<file path="src/sv/dqbt_pkg.sv">
// Shared types, constants and helper functions of the dual quaternion bone transform.
package dqbt_pkg;

  localparam logic [3:0] ROOT_MARK = 4'hF;
  localparam int         ACC_W     = 50;

  typedef enum logic [2:0] {
    ST_IDLE,
    ST_CHECK,
    ST_READ,
    ST_MUL,
    ST_DRAIN,
    ST_WRITE,
    ST_OUT
  } dqbt_state_t;

  typedef struct packed {
    logic       latch;
    logic       rd_en;
    logic [2:0] rd_idx;
    logic       mul_en;
    logic [1:0] mul_q;
    logic [3:0] mul_j;
    logic       wr_en;
    logic [2:0] wr_idx;
    logic       out_ld;
  } dqbt_cmd_t;

  typedef struct packed {
    logic is_point;
    logic bone_ok;
    logic par_root;
  } dqbt_status_t;

  function automatic logic signed [31:0] sat32(input logic signed [ACC_W-1:0] v);
    logic signed [31:0] r;
    if (v > ACC_W'(64'sh7FFF_FFFF)) r = 32'sh7FFF_FFFF;
    else if (v < -ACC_W'(64'sh8000_0000)) r = 32'sh8000_0000;
    else r = v[31:0];
    return r;
  endfunction

  function automatic logic signed [31:0] neg_sat(input logic signed [31:0] v);
    logic signed [31:0] r;
    if (v == 32'sh8000_0000) r = 32'sh7FFF_FFFF;
    else r = -v;
    return r;
  endfunction

  // Operand b index for product term t of component c.
  function automatic logic [1:0] b_index(input logic [1:0] c, input logic [1:0] t);
    logic [1:0] r;
    unique case (c)
      2'd0: r = t;
      2'd1: r = t ^ 2'd1;
      2'd2: r = t ^ 2'd2;
      default: r = t ^ 2'd3;
    endcase
    return r;
  endfunction

  function automatic logic term_neg(input logic [1:0] c, input logic [1:0] t);
    logic r;
    unique case (c)
      2'd0: r = (t != 2'd0);
      2'd1: r = (t == 2'd3);
      2'd2: r = (t == 2'd1);
      default: r = (t == 2'd2);
    endcase
    return r;
  endfunction

endpackage

</file>
<file path="src/sv/dqbt_ctrl.sv">
// Sequencing state machine of the dual quaternion bone transform.
module dqbt_ctrl (
  input  logic                  clk,
  input  logic                  rst_n,
  input  logic                  start,
  input  dqbt_pkg::dqbt_status_t status,
  output logic                  busy,
  output dqbt_pkg::dqbt_cmd_t    cmd
);
  import dqbt_pkg::*;

  dqbt_state_t state_r, state_nxt;
  logic [5:0]  cnt_r, cnt_nxt;

  always_ff @(posedge clk) begin
    if (!rst_n) begin
      state_r <= ST_IDLE;
      cnt_r   <= '0;
    end else begin
      state_r <= state_nxt;
      cnt_r   <= cnt_nxt;
    end
  end

  always_comb begin
    state_nxt  = state_r;
    cnt_nxt    = cnt_r;
    cmd        = '0;
    cmd.rd_idx = cnt_r[2:0];
    cmd.mul_q  = cnt_r[5:4];
    cmd.mul_j  = cnt_r[3:0];
    cmd.wr_idx = cnt_r[2:0];
    busy       = (state_r != ST_IDLE);
    unique case (state_r)
      ST_IDLE: begin
        cmd.latch = start;
        cnt_nxt   = '0;
        if (start) state_nxt = ST_CHECK;
      end
      ST_CHECK: begin
        priority if (!status.is_point && !status.bone_ok) state_nxt = ST_IDLE;
        else if (!status.is_point && status.par_root) state_nxt = ST_WRITE;
        else if (status.is_point && !status.bone_ok) state_nxt = ST_OUT;
        else state_nxt = ST_READ;
      end
      ST_READ: begin
        cmd.rd_en = (cnt_r < 6'd8);
        cnt_nxt   = cnt_r + 6'd1;
        if (cnt_r == 6'd8) begin
          cnt_nxt   = '0;
          state_nxt = ST_MUL;
        end
      end
      ST_MUL: begin
        cmd.mul_en = 1'b1;
        cnt_nxt    = cnt_r + 6'd1;
        if (cnt_r == 6'd47) begin
          cnt_nxt   = '0;
          state_nxt = ST_DRAIN;
        end
      end
      ST_DRAIN: begin
        cnt_nxt = cnt_r + 6'd1;
        if (cnt_r == 6'd1) begin
          cnt_nxt   = '0;
          state_nxt = status.is_point ? ST_OUT : ST_WRITE;
        end
      end
      ST_WRITE: begin
        cmd.wr_en = 1'b1;
        cnt_nxt   = cnt_r + 6'd1;
        if (cnt_r == 6'd7) begin
          cnt_nxt   = '0;
          state_nxt = ST_IDLE;
        end
      end
      ST_OUT: begin
        cmd.out_ld = 1'b1;
        state_nxt  = ST_IDLE;
      end
      default: state_nxt = ST_IDLE;
    endcase
  end

endmodule

</file>
<file path="config.mk">
export PLATFORM = sky130hd
export DESIGN_NAME = dqbt_ctrl
export DESIGN_NICKNAME = d
export VERILOG_FILES = /design/src/sv/dqbt_pkg.sv /design/src/sv/dqbt_ctrl.sv
export SDC_FILE = /design/constraint.sdc
export NUM_CORES = 1
export LEC_CHECK = 0
export ABC_AREA = 0
export ABC_CLOCK_PERIOD_IN_PS = 5100
export BUFFER_PORTS_ARGS = -buffer_cell sky130_fd_sc_hd__buf_2
export CELL_PAD_IN_SITES_DETAIL_PLACEMENT = 2
export CELL_PAD_IN_SITES_GLOBAL_PLACEMENT = 2
export CORE_ASPECT_RATIO = 1.25
export CORE_UTILIZATION = 31
export CTS_BUF_LIST = sky130_fd_sc_hd__clkbuf_2
export CTS_CLUSTER_DIAMETER = 30
export DETAILED_ROUTE_END_ITERATION = 10
export PLACE_DENSITY = 0.89
export SYNTH_ARGS = -nofsm -noshare
export SYNTH_HDL_FRONTEND = slang
export SYNTH_SLANG_ARGS = --single-unit
</file>
<file path="constraint.sdc">
create_clock -name clk -period 5.1 [get_ports clk]
set_clock_uncertainty 0.15 [all_clocks]
set_input_delay 0.255 -clock clk [delete_from_list [all_inputs] [get_ports clk]]
set_output_delay 0.255 -clock clk [all_outputs]
set_load 0.01 [all_outputs]
</file>
# == Word level (Yosys, flattened, before mapping) ==
# Cells that the tools add are included.
# word_totals
register_bits,9
input_bits,6
wordCells,48
mem_bits_ro,0
ramBits,0
mem_count,0
out_inout_bits,18
latchBits,0
# op_classes
muxes,20
order_cmp,1
div,0
bitwise,0
eq_ne,15
add_sub_neg,1
reduce_logical,9
multipliers,0
shift,0
# ops
operator,n
$pmux 6 s5,1
$mux 3,8
$mux 6,4
$pmux 3 s6,1
$ne 2x2->1 const B,5
$eq 3x3->1 const B,3
$add 6x1->6 const B,1
$eq 3x2->1 const B,2
$eq 6x1->1 const B,1
$eq 6x3->1 const B,1
$eq 6x4->1 const B,1
$eq 6x6->1 const B,1
$lt 6x4->1 const B,1
$mux 1,5
$reduce_and 5->1,1
$reduce_bool 5->1,1
$eq 3x1->1 const B,1
$logic_and 1x1->1,3
$logic_not 3->1,1
$reduce_bool 3->1,1
$logic_not 1->1,2
$mux 2,1

# == Logic depth before layout (Yosys ltp) ==
# depth
depth_word,6
ltp_mapped,7
ltp_nobuf,7

# == Least setup slack after synthesis ==
# OpenSTA, ideal clock, no wires.
# synth_path
path_type,register to register
start,register cnt_r[0]
end,register state_r[1]
synth_period_minus_slack_ns,1.823
setup_time_ns,0.072
t_arrival_ns,1.601
required_ns,4.878
stages_incl_launch_ff,7
n_path_buf,0
path_slack_ns,3.277
path_cell_list,dfxtp_1 ha_1 or3b_4 nor3_2 o32ai_2 nor2_4 mux2i_1
# synth_via
elab_chain_len,3
word_cells_on_any_way,9
classes_between,8 x eq/ne; 1 x reduce/logical
# synth_lines
item,line_no,rtl
from (decl),dqbt_ctrl.sv:13,"logic [5:0] cnt_r, cnt_nxt;"
from (signal assigned),dqbt_ctrl.sv:21,cnt_r <= cnt_nxt;
"$eq 6x3->1, or another cell as far along",dqbt_ctrl.sv:72,if (cnt_r == 6'd7) begin
$ne 2x2->1 (no source line),n/a,
$reduce_and 5->1 (no source line) *,n/a,
to (signal assigned),dqbt_ctrl.sv:20,state_r <= state_nxt;
to (decl),dqbt_ctrl.sv:12,"dqbt_state_t state_r, state_nxt;"
# Mark *: on every way between the ends. The rest lies on a longest branch, timed or not.
# A chain may end at the register's enable or synchronous reset.

# == Final worst setup path ==
# layout_path
start,register state_r[0]
end,register cnt_r[4]
# layout_via
elab_chain_len,2
word_cells_on_any_way,7
classes_between,4 x eq/ne; 1 x mux; 2 x reduce/logical
# layout_lines
item,line_no,rtl
"$eq 3x3->1, or another cell as far along",dqbt_ctrl.sv:34,unique case (state_r)
$pmux 6 s5 or $reduce_bool 5->1 (tied branches),n/a,
# Parallel ways exist; a longest one is shown, timed or not.

==> impl_metrics.tcl <==
set metrics [dict create \
    htree_levels 1 \
    reg2reg_from "state_r[0]" \
    grt_max_degree 14 \
    crit_arrival_ps 2100 \
    vias 860 \
    nNetsFinal 133 \
    fin_hold_ws_ps 190 \
    cts_buffers 3 \
    vias_per_cell 5.55 \
    clock_latency_ps 260 \
    use_met2_pct 39.5 \
    cp-startpoint "state_r[0]" \
    syn-cell-area_um2 791 \
    synthCells 106 \
    ys_warn_count 0 \
    chipWidth_um 47.2 \
    wl_per_cell_um 16.2 \
    area_delta_synth_final_pct 12.5 \
    worstHoldStart "rst_n" \
    grt_busiest_layer "met2" \
    drv_slew 0 \
    firstDrtPassIters 6 \
    routed_wl_um 2510 \
    synth_nets 116 \
    grt_pass1_vias 918 \
    place.gp.congestion 0.831 \
    cts.sinks 9 \
    pin_count 24 \
    crit_buf_inv 0 \
    synth.ff_latch_count 9 \
    internal_power_w 0.000190 \
    min_path_type "input port to flop" \
    place_hpwl_um 1980 \
    ir_worst_vdd_mv 0.235 \
    ff_latch_area_um2 180 \
    power.leakage_nw 0.388 \
    total_power_w 0.000397 \
    crit_path_cell_trace "nand2b_1 -> a21oi_1 -> nor2_1 -> xnor2_1 -> a211oi_1" \
    detail-route-antenna-nets 0 \
    post_cts_buffers 0 \
    num_antenna_cells 0 \
    critPathMaxStageDelay_ps 610 \
    swShare_pct 52.2 \
    rsz0062_at_grt "false" \
    final.min_clock_period_ps 2070 \
    setup_viol 0 \
    grtUsageTotal_pct 21.2 \
    final_cells 155 \
    drive_gt1_share_pct 26.2 \
    tns_ps 0 \
    cap_violations 0 \
    use_met1_pct 21.2 \
    critPathRequiredTime_ps 5130 \
    post-route-period-util_pct 40.6 \
    clk_path_buf_depth 2 \
    p_switching_w 0.000207 \
    antenna_found_initial 0 \
    grtUsageMet3_pct 5.21 \
    synth_top_flop_cell "dfxtp_1" \
    overflow 0 \
    yosys.area.top_type "dfxtp_1" \
    placed_cells 151 \
    hold_viol 0 \
    power_frac_comb_pct 58.9 \
    die_area_mm2 0.00276 \
    coreArea_mm2 0.00243 \
    ys_seq_area_share_pct 22.8 \
    port_buffers 23 \
    cts_root_buf "clkbuf_2" \
    synth_area_leaders "dfxtp_1 (23%), buf_4 (6.6%), ha_1 (6.3%)" \
    grt_pass1_wl_um 4220 \
    post_cts_resized 0 \
    syn_area_per_cell_um2 7.46 \
    synth-edff-count 0 \
    num_rows 20 \
    critPathKind "flop to flop" \
    cp_top_family "compound AO/OA/AOI/OAI gates" \
    tritoncts "yes" \
    async_flop_share_pct 0 \
    multiInputGateArea_um2 514 \
    status "finished, final reports clean" \
    cp-end-kind "flop" \
    start_util_pct 32.6 \
    hold_buffers 0 \
    p_per_area_mw_per_mm2 446 \
    clkPwrFrac_pct 12.6 \
    drc 0 \
    seqPwrFrac_pct 28.4 \
    clk_pin_slew_worst_paths_ps 120 \
    drt_iter0_drc 14 \
    fmax_ghz 0.483 \
    fillCellCount 310 \
    critPathMaxFanout 13 \
    synth_top_cell_area_share_pct 22.8 \
    worstMarginPinSlew_ps 524 \
    crit_path_top_delay_cell "dfxtp_1" \
    startpoint_type "flop" \
    die_y_um 58.5 \
    synth.distinct_cells 36 \
    slew_headroom_pct 65.0 \
]
-- through the flow --
step | area, um2 | setup slack (ps) | util, %
3_5_place_dp | 870 | 3040 | 35.8
5_1_grt | 890 | 2830 | 36.6
3_3_place_gp | 870 | 3120 | 35.8
6_report | 890 | 3030 | 36.6
4_1_cts | 890 | 3010 | 36.6
2_1_floorplan | 791 | 3280 | -
-- sequential cells by signal (all words and copies together), names as in the netlist --
| signal | count |
|---|---|
| cnt_r | 6 |
| state_r | 3 |
-- per-layer routing --
layer | vias up | routed length [um]
li1 | 406 | -
met1 | 426 | 973
met2 | 24 | 1370
met3 | 4 | 116
met4 | 0 | 51
met5 | - | 0
-- cell usage in the layout, fill, tap and decap left out, drive strengths merged, types with 2 or more instances in the layout --
cell type / synthesis / routed
a211oi: 3 / 3
dfxtp: 9 / 9
ha: 4 / 4
nor2: 7 / 7
nor3: 6 / 6
nor2b: 3 / 3
o31ai: 4 / 4
nand2b: 3 / 3
inv: 5 / 5
o21ai: 9 / 9
nand2: 10 / 10
o21a: 2 / 2
nor4: 2 / 2
o211ai: 2 / 2
buf: 10 / 23
nand3: 7 / 7
a21oi: 7 / 7
clkbuf: 1 / 4
-- area by class of cell --
type | count | share of cell area (%)
inverter | 5 | 2.11
clock buffer | 4 | 2.25
tap | 33 | 4.64
timing repair buffer | 23 | 12.9
multi-input combinational | 81 | 57.8
sequential | 9 | 20.3
-- cells in the mapped netlist (2+ instances only) --
library cell	n
a211oi_1	3
nand2_1	10
o21a_1	2
ha_1	4
nor2b_1	3
o31ai_1	3
buf_2	2
o21ai_0	8
dfxtp_1	9
nor4_1	2
inv_1	5
a21oi_1	7
nand3_1	7
buf_4	7
nand2b_1	3
nor2_1	6
o211ai_1	2
nor3_1	5
-- path summary, 6_finish.rpt --
check	cells after the start	slack (ps)	to
worst min-delay path	3	190	cnt_r[4]
worst min register to register	2	410	state_r[1]
worst max register to register	5	3030	cnt_r[4]
worst max-delay path	5	3030	cnt_r[4]
-- worst min-delay path, cell delays in order --
cell and delay [ps]:
buf_2 180, nand2_1 90, a211oi_1 40
-- kinds of logic after synthesis --
logic type	after synthesis	synth area share (%)
DFF	9	22.8
and+or+nand+nor	44	30.1
adders and majority gates	4	6.33
muxes	1	1.27
xor gates and xnor gates	1	1.11
buffers and inverters	16	12.2
AOI/OAI and AO/OA	31	26.3
-- power groups by stage --
| stage | combinational [W] | sequential [W] | clock [W] |
|---|---|---|---|
| after floorplan | 0.000185 | 0.0000945 | 0 |
| after global placement | 0.000224 | 0.000111 | 0 |
| after detailed placement | 0.000237 | 0.000115 | 0 |
| after CTS | 0.000239 | 0.000114 | 0.0000512 |
| after global routing | 0.000263 | 0.000117 | 0.0000575 |
| final | 0.000234 | 0.000113 | 0.0000501 |
No activity file was read; power rests on OpenSTA's default activity.
